## src/hdl/tbes_pkg.sv

```systemverilog
// Shared constants, types and command/status structs of the timer bank.
package tbes_pkg;

  localparam int unsigned NUM_TIMERS = 16;
  localparam int unsigned IDX_W      = 4;
  localparam int unsigned TIME_W     = 32;
  localparam int unsigned PERIOD_W   = 31;

  localparam logic [1:0] OP_START = 2'd0;
  localparam logic [1:0] OP_STOP  = 2'd1;
  localparam logic [1:0] OP_SWEEP = 2'd2;

  localparam logic [1:0] KIND_ACK     = 2'd0;
  localparam logic [1:0] KIND_EXPIRED = 2'd1;
  localparam logic [1:0] KIND_NONE    = 2'd2;

  localparam logic STATUS_OK      = 1'b0;
  localparam logic STATUS_REFUSED = 1'b1;

  typedef enum logic [1:0] {
    ST_IDLE,
    ST_SCAN,
    ST_DRAIN,
    ST_FLUSH
  } state_t;

  typedef struct packed {
    logic exec;         // start, stop or unknown op command
    logic sweep_begin;  // latch now, reset scan counter
    logic scan;         // read entry at counter, advance
    logic flush;        // emit final sweep result
  } ctl_cmd_t;

  typedef struct packed {
    logic cnt_last;
  } dp_status_t;

endpackage

```

## src/hdl/tbes_ctrl.sv

```systemverilog
// Controller state machine of the timer bank sweep.
module tbes_ctrl (
  input  logic                clk,
  input  logic                rst,
  input  logic                start,
  input  logic [1:0]          operation,
  input  tbes_pkg::dp_status_t dp_st,
  output tbes_pkg::ctl_cmd_t  cmd,
  output logic                busy
);

  tbes_pkg::state_t state, state_next;

  always_ff @(posedge clk) begin
    if (rst) begin
      state <= tbes_pkg::ST_IDLE;
    end else begin
      state <= state_next;
    end
  end

  always_comb begin
    state_next = state;
    cmd        = '0;
    busy       = 1'b1;
    case (state)
      tbes_pkg::ST_IDLE: begin
        busy = 1'b0;
        if (start) begin
          if (operation == tbes_pkg::OP_SWEEP) begin
            cmd.sweep_begin = 1'b1;
            state_next      = tbes_pkg::ST_SCAN;
          end else begin
            cmd.exec = 1'b1;
          end
        end
      end
      tbes_pkg::ST_SCAN: begin
        cmd.scan = 1'b1;
        if (dp_st.cnt_last) begin
          state_next = tbes_pkg::ST_DRAIN;
        end
      end
      tbes_pkg::ST_DRAIN: begin
        state_next = tbes_pkg::ST_FLUSH;
      end
      tbes_pkg::ST_FLUSH: begin
        cmd.flush  = 1'b1;
        state_next = tbes_pkg::ST_IDLE;
      end
      default: begin
        state_next = tbes_pkg::ST_IDLE;
      end
    endcase
  end

endmodule

```

## src/hdl/tbes_datapath.sv

```systemverilog
// Timer storage, two-stage expiry check and result register of the timer bank.
module tbes_datapath (
  input  logic                                 clk,
  input  logic                                 rst,
  input  tbes_pkg::ctl_cmd_t                   cmd,
  input  logic [1:0]                           operation,
  input  logic [tbes_pkg::IDX_W-1:0]           timer_index,
  input  logic [tbes_pkg::PERIOD_W-1:0]        period,
  input  logic                                 one_shot,
  input  logic [tbes_pkg::TIME_W-1:0]          now,
  output tbes_pkg::dp_status_t                 dp_st,
  output logic                                 strobe,
  output logic [1:0]                           kind,
  output logic [tbes_pkg::IDX_W-1:0]           expired_index,
  output logic                                 status,
  output logic                                 last
);

  logic [tbes_pkg::NUM_TIMERS-1:0] armed;
  logic [tbes_pkg::NUM_TIMERS-1:0] single_fire;
  logic [tbes_pkg::TIME_W-1:0]     base_time    [tbes_pkg::NUM_TIMERS];
  logic [tbes_pkg::PERIOD_W-1:0]   timer_period [tbes_pkg::NUM_TIMERS];

  logic [tbes_pkg::TIME_W-1:0]   now_q;
  logic [tbes_pkg::IDX_W-1:0]    cnt;

  // evaluate stage
  logic                          ev_valid;
  logic [tbes_pkg::IDX_W-1:0]    ev_idx;
  logic [tbes_pkg::TIME_W-1:0]   ev_elapsed;
  logic [tbes_pkg::TIME_W-1:0]   ev_base;
  logic [tbes_pkg::PERIOD_W-1:0] ev_period;
  logic                          ev_armed;
  logic                          ev_once;

  logic                          pend_valid;
  logic [tbes_pkg::IDX_W-1:0]    pend_idx;

  logic                          in_range;
  logic                          do_start;
  logic                          reached;
  logic                          behind;
  logic                          fire;
  logic [tbes_pkg::TIME_W-1:0]   base_adv;

  logic                          emit;
  logic [1:0]                    emit_kind;
  logic [tbes_pkg::IDX_W-1:0]    emit_idx;
  logic                          emit_status;
  logic                          emit_last;

  assign in_range = 32'(timer_index) < tbes_pkg::NUM_TIMERS;
  assign do_start = cmd.exec && (operation == tbes_pkg::OP_START) &&
                    (period != '0) && in_range;

  // signed elapsed >= period; catch-up when elapsed > 2 * period
  assign reached  = $signed(ev_elapsed) >= $signed({1'b0, ev_period});
  assign behind   = $signed({ev_elapsed[tbes_pkg::TIME_W-1], ev_elapsed}) >
                    $signed({1'b0, ev_period, 1'b0});
  assign fire     = ev_valid && ev_armed && reached;
  assign base_adv = ev_base + {1'b0, ev_period};

  assign dp_st.cnt_last = (cnt == tbes_pkg::IDX_W'(tbes_pkg::NUM_TIMERS - 1));

  always_comb begin
    emit        = 1'b0;
    emit_kind   = tbes_pkg::KIND_ACK;
    emit_idx    = '0;
    emit_status = tbes_pkg::STATUS_OK;
    emit_last   = 1'b1;
    if (cmd.exec) begin
      emit = 1'b1;
      if ((operation == tbes_pkg::OP_START) && (period == '0)) begin
        emit_status = tbes_pkg::STATUS_REFUSED;
      end
    end
    if (fire && pend_valid) begin
      emit      = 1'b1;
      emit_kind = tbes_pkg::KIND_EXPIRED;
      emit_idx  = pend_idx;
      emit_last = 1'b0;
    end
    if (cmd.flush) begin
      emit = 1'b1;
      if (pend_valid) begin
        emit_kind = tbes_pkg::KIND_EXPIRED;
        emit_idx  = pend_idx;
      end else begin
        emit_kind = tbes_pkg::KIND_NONE;
      end
    end
  end

  always_ff @(posedge clk) begin
    if (rst) begin
      armed       <= '0;
      single_fire <= '0;
      cnt         <= '0;
      ev_valid    <= 1'b0;
      pend_valid  <= 1'b0;
      strobe      <= 1'b0;
    end else begin
      ev_valid <= cmd.scan;
      strobe   <= emit;
      if (do_start) begin
        armed[timer_index]       <= 1'b1;
        single_fire[timer_index] <= one_shot;
      end
      if (cmd.exec && (operation == tbes_pkg::OP_STOP) && in_range) begin
        armed[timer_index] <= 1'b0;
      end
      if (cmd.sweep_begin) begin
        cnt        <= '0;
        pend_valid <= 1'b0;
      end
      if (cmd.scan) begin
        cnt <= cnt + 1'b1;
      end
      if (fire) begin
        pend_valid <= 1'b1;
        if (ev_once) begin
          armed[ev_idx] <= 1'b0;
        end
      end
      if (cmd.flush) begin
        pend_valid <= 1'b0;
      end
    end
  end

  always_ff @(posedge clk) begin
    if (do_start) begin
      base_time[timer_index]    <= now;
      timer_period[timer_index] <= period;
    end
    if (fire && !ev_once) begin
      base_time[ev_idx] <= behind ? now_q : base_adv;
    end
    if (cmd.sweep_begin) begin
      now_q <= now;
    end
    if (cmd.scan) begin
      ev_idx     <= cnt;
      ev_base    <= base_time[cnt];
      ev_elapsed <= now_q - base_time[cnt];
      ev_period  <= timer_period[cnt];
      ev_armed   <= armed[cnt];
      ev_once    <= single_fire[cnt];
    end
    if (fire) begin
      pend_idx <= ev_idx;
    end
    kind          <= emit_kind;
    expired_index <= emit_idx;
    status        <= emit_status;
    last          <= emit_last;
  end

endmodule

```

## src/hdl/timer_bank_expiry_sweep_unit.sv

```systemverilog
// Top level of the timer bank with expiry sweep.
//
//   channel   handshake            payload
//   command   start / busy         operation, timer_index, period, one_shot, now
//   result    strobe (one cycle)   kind, expired_index, status, last
//
// Start, stop and unknown commands acknowledge on the next cycle, while a new command may
// already transfer. A sweep keeps busy high after its transfer while it reads and evaluates
// the timers, drains and gives the final result. An expiry is held until the next one or the
// final result; the last result shows in the first cycle after busy falls, when a new sweep
// may already transfer.
// rst is synchronous and disarms all timers, not periods or base times; results never stall.
module timer_bank_expiry_sweep_unit (
  input  logic                          clk,
  input  logic                          rst,
  input  logic                          start,
  output logic                          busy,
  input  logic [1:0]                    operation,
  input  logic [tbes_pkg::IDX_W-1:0]    timer_index,
  input  logic [tbes_pkg::PERIOD_W-1:0] period,
  input  logic                          one_shot,
  input  logic [tbes_pkg::TIME_W-1:0]   now,
  output logic                          strobe,
  output logic [1:0]                    kind,
  output logic [tbes_pkg::IDX_W-1:0]    expired_index,
  output logic                          status,
  output logic                          last
);

  tbes_pkg::ctl_cmd_t   cmd;
  tbes_pkg::dp_status_t dp_st;

  tbes_ctrl u_ctrl (
    .clk       (clk),
    .rst       (rst),
    .start     (start),
    .operation (operation),
    .dp_st     (dp_st),
    .cmd       (cmd),
    .busy      (busy)
  );

  tbes_datapath u_dp (
    .clk           (clk),
    .rst           (rst),
    .cmd           (cmd),
    .operation     (operation),
    .timer_index   (timer_index),
    .period        (period),
    .one_shot      (one_shot),
    .now           (now),
    .dp_st         (dp_st),
    .strobe        (strobe),
    .kind          (kind),
    .expired_index (expired_index),
    .status        (status),
    .last          (last)
  );

endmodule

```

## config.mk

```make
export PLATFORM = sky130hd
export DESIGN_NAME = timer_bank_expiry_sweep_unit
export DESIGN_NICKNAME = d
export VERILOG_FILES = /design/src/hdl/tbes_pkg.sv /design/src/hdl/tbes_ctrl.sv /design/src/hdl/tbes_datapath.sv /design/src/hdl/timer_bank_expiry_sweep_unit.sv
export SDC_FILE = /design/constraint.sdc
export NUM_CORES = 2
export LEC_CHECK = 0
export BUFFER_PORTS_ARGS = -buffer_cell sky130_fd_sc_hd__buf_4
export CAP_MARGIN = 30
export CORE_MARGIN = 2
export CORE_UTILIZATION = 50
export DETAILED_ROUTE_END_ITERATION = 8
export PLACE_DENSITY = 0.66
export SYNTH_ARGS = -nofsm -noshare
export SYNTH_HDL_FRONTEND = slang
export SYNTH_SLANG_ARGS = --single-unit
```

## constraint.sdc

```tcl
create_clock -name clk -period 8.5 [get_ports clk]
set_input_delay 1.7 -clock clk [delete_from_list [all_inputs] [get_ports clk]]
set_output_delay 1.7 -clock clk [all_outputs]
set_load 0.02 [all_outputs]
```

==> flow_summary.rst <==
.. list-table::
   :header-rows: 1

   * - Metric
     - Value
   * - Number of design-rule violations left by the first detailed-router iteration
     - 4470
   * - Via count of the first global-routing pass
     - 32.5k
   * - Setup repair after global routing missed its margin
     - false
   * - Worst hold-check path type
     - flip-flop to flip-flop
   * - Async set-or-reset flop fraction in the synthesized netlist
     - 0%
   * - Syn Std Cell Area
     - 55900 sq um
   * - DIE WIDTH
     - 338 um
   * - DR vias
     - 33.1k
   * - Combined area of the multi-input logic cells
     - 19500 sq um
   * - Clock skew after layout
     - 0.0430 ns
   * - DIE HEIGHT
     - 338 um
   * - Gate count of the mapped netlist
     - 3611
   * - Post-synthesis sequential area ratio
     - 63.4%
   * - Crit-path leading delay family
     - compound AO/OA/AOI/OAI gates
   * - Fraction of the cycle the final worst path needs
     - 65.1%
   * - Net count of the mapped netlist
     - 3817
   * - Clock input transition at the sequential cells of the worst setup and hold paths
     - 0.06 ns
   * - Fraction of final layout cells with drive strength greater than 1
     - 24.3%
   * - Placed inst area
     - 58400 sq um
   * - Type of the worst setup path
     - flip-flop to flip-flop
   * - Antenna-violating nets left
     - 0
   * - Count of buffers inserted at the top-level ports
     - 82
   * - Drt total wl
     - 153000 um
   * - Worst path max stage delay
     - 0.92 ns
   * - Top-Level Pins
     - 83
   * - Average instance area after synthesis
     - 15.5 sq um
   * - RD Place Congestion
     - 0.929
   * - Final setup violation count
     - 0
   * - Count of buffering cells on the critical path with inverters included
     - 2
   * - Root buffer selected by CTS
     - clkbuf_16
   * - Final worst path period need
     - 5.53 ns
   * - Post-route design area
     - 62400 sq um
   * - Leading cell type in the layout, fill and taps excluded
     - edfxtp_1
   * - Die ar.
     - 115000 sq um
   * - Worst Max-Slew Pin Slew
     - 1.07 ns
   * - Synth-to-Final Area Change
     - 11.6%
   * - Total count of hold-check failures in the final report
     - 0
   * - Endpoint kind of the worst setup timing path
     - flip-flop
   * - Global route total overflow
     - 0
   * - CTS tree
     - done
   * - EDFF count, synth
     - 1145
   * - Share of the core filled with cells
     - 56.3%
   * - Initial Utilization
     - 50.4%
   * - Number of distinct library cells after synthesis
     - 89
   * - Top library cells by usage in the layout, fill and taps aside
     - edfxtp_1, nand2_1, o21ai_0
   * - Row Count
     - 122
   * - Startpoint of the most critical hold path
     - u_dp.pend_valid$_SDFFE_PP0P_
   * - Pin count of the biggest net entering global routing
     - 96
   * - Worst hold slack after final layout
     - 0.451 ns
   * - Critical path required time
     - 8.95 ns
   * - First-pass GRT wire length
     - 222000 um
   * - Category of the worst setup path launch point
     - flip-flop
   * - Estimated wirelength of the detail-placed design
     - 82700 um
   * - Number of filler cells placed in the layout
     - 8680
   * - Total core area
     - 111000 sq um
   * - Leading register cell type out of synthesis
     - edfxtp_1
   * - Synthesis-stage register bit count
     - 1198
   * - Cell with the largest stage delay on the worst path
     - a221oi_1
   * - Maximum clock path buffer count
     - 3
   * - Post-CTS setup buffers
     - 0
   * - Cells traversed along the worst timing path
     - buf_12 -> mux4_2 -> mux4_2 -> inv_1 -> ha_1 -> and2_1 -> o21ai_0 -> a31oi_1 -> a221oi_1 -> nor2_1 -> a221oi_1 -> o31ai_1 -> xor2_1
   * - Sequential cell area
     - 35500 sq um
   * - Max_slew headroom
     - 27.1%
   * - WP data arrival
     - 5.98 ns
   * - Setup TNS after final layout
     - 0 ns
   * - Number of clock sinks
     - 1198
   * - Antenna violations before repair
     - 3
   * - Yosys Warn Count
     - 0
   * - Global routing usage summed across all routing layers
     - 26.5%
   * - Post-detailed-route DRC marker count
     - 0
   * - Post-layout nets
     - 3850
   * - Max-cap violations
     - 0
   * - Power Dens Cells
     - 283 nW/um^2
   * - H-tree level count
     - 3
   * - Fmax
     - 0.181 GHz
   * - Leakage power total
     - 21.6 nW
   * - Mean number of vias per cell
     - 6.32
   * - IR Drop Worst-Case VDD
     - 0.000221 V
   * - Outcome
     - completed
   * - Average wire per cell in the routed design
     - 29.3 um
   * - Worst Path Max Fanout
     - 95
   * - Number of cells upsized or downsized after cts
     - 0
   * - Hold buffers post-CTS
     - 0
   * - Max-slew violation total from the final report
     - 0
   * - Clock latency reported for the late side of the worst-skew pair
     - 0.75 ns
   * - TritonRoute pass-1 iters
     - 6
   * - Inserted Clock Buffers
     - 120
-- registers in the layout (all words and copies together) (netlist names), named ones only --
name / count
u_dp.single_fire: 16
u_dp.ev_elapsed: 32
u_dp.kind: 2
u_dp.ev_period: 31
u_dp.cnt: 4
u_dp.pend_valid: 1
u_dp.armed: 16
u_dp.base_time: 512
u_dp.now_q: 32
u_dp.strobe: 1
u_dp.timer_period: 496
u_ctrl.state: 2
u_dp.ev_armed: 1
u_dp.pend_idx: 4
u_dp.ev_base: 32
u_dp.last: 1
u_dp.ev_idx: 4
u_dp.ev_valid: 1
u_dp.ev_once: 1
u_dp.expired_index: 4
u_dp.status: 1
-- final cells by class --
cell class              instances  share of cell area (%)
repair buffers                157                    2.03
well taps                    1488                    2.98
clock inverters                77                    1.17
flip-flops and latches       1198                    56.9
multi-input cells            2066                    31.3
diodes                          1                 0.00401
inverters                     101                   0.608
clock buffers                 147                    5.09
-- worst register-to-register path: stages, from the launching register on --
cell and delay [ns]:
dfxtp_4 0.69, buf_12 0.59, mux4_2 0.48, mux4_2 0.54, inv_1 0.09, ha_1 0.28
and2_1 0.18, o21ai_0 0.26, a31oi_1 0.23, a221oi_1 0.92, nor2_1 0.28, a221oi_1 0.43
o31ai_1 0.13, xor2_1 0.15
-- layer usage --
layer	vias to the layer above	track usage, %	share of wire (%)
met5	-	0	0.020
met4	4	7.97	2.8
met3	241	6.01	10
met2	1758	41.0	46
met1	16900	37.8	41
li1	14200	-	-
-- power breakdown --
group | internal (W) | switching [W]
combinational | 0.00207 | 0.00323
sequential | 0.00681 | 0.000276
clock | 0.00294 | 0.00232
-- metrics by stage --
stage               worst slack, ns  std cells  power [W]
global route                   2.64       5234     0.0184
floorplan                      2.29       3611     0.0110
detailed placement             3.05       5007     0.0124
finish                         2.97       5235     0.0177
global placement               3.11       5003     0.0124
CTS                            2.97       5231     0.0177
-- cells by family (layout without fill, tap and decap cells) --
kind of cell,after synthesis,after routing,share of synthesized area [%]
and+or+nand+nor,676,676,5.37
AOI/OAI and AO/OA,641,641,6.88
buffers and inverters,347,482,2.61
xor gates and xnor gates,47,47,0.736
DFF,1198,1198,63.4
other,0,1,0
muxes,569,569,18.0
adders and majority gates,133,133,3.00
-- final timing paths --
path | end | slack (ns) | cells after the start
setup / recovery | u_dp.ev_elapsed[29]$_DFFE_PP_ | 2.97 | 13
hold / removal | u_dp.last$_DFF_P_ | 0.45 | 1
setup reg to reg | u_dp.ev_elapsed[29]$_DFFE_PP_ | 2.97 | 13
hold reg to reg | u_dp.last$_DFF_P_ | 0.45 | 1
-- cells in the mapped netlist, types with 7 or more instances --
cell type,instances,share of area [%]
edfxtp_1,1145,61
nand2_1,380,2.6
o21ai_0,363,3.2
mux4_2,325,13
clkbuf_1,176,1.2
ha_1,131,2.9
mux2_2,127,2.6
nor2_1,107,0.72
inv_1,101,0.68
a21oi_1,98,0.88
mux2i_1,98,1.8
dfxtp_1,53,1.9
a21o_1,31,0.42
nand3_1,30,0.27
xnor2_1,30,0.47
buf_1,29,0.19
nor3_1,29,0.26
buf_2,26,0.23
nand2b_1,20,0.22
nor2b_1,20,0.22
xor2_1,17,0.27
nand4_1,16,0.18
o2111ai_1,14,0.22
a31oi_1,13,0.15
and3_1,13,0.15
a211oi_1,12,0.16
nor4_1,11,0.12
a41oi_1,10,0.16
o21a_1,10,0.13
or2_2,10,0.11
buf_6,9,0.18
mux2_4,9,0.24
o21ai_1,9,0.081
and2_1,8,0.090
o21bai_1,8,0.11
o221a_2,8,0.16
a2111oi_0,7,0.11
mux2i_4,7,0.28
Note: power is estimated with default switching activity, not from simulation.
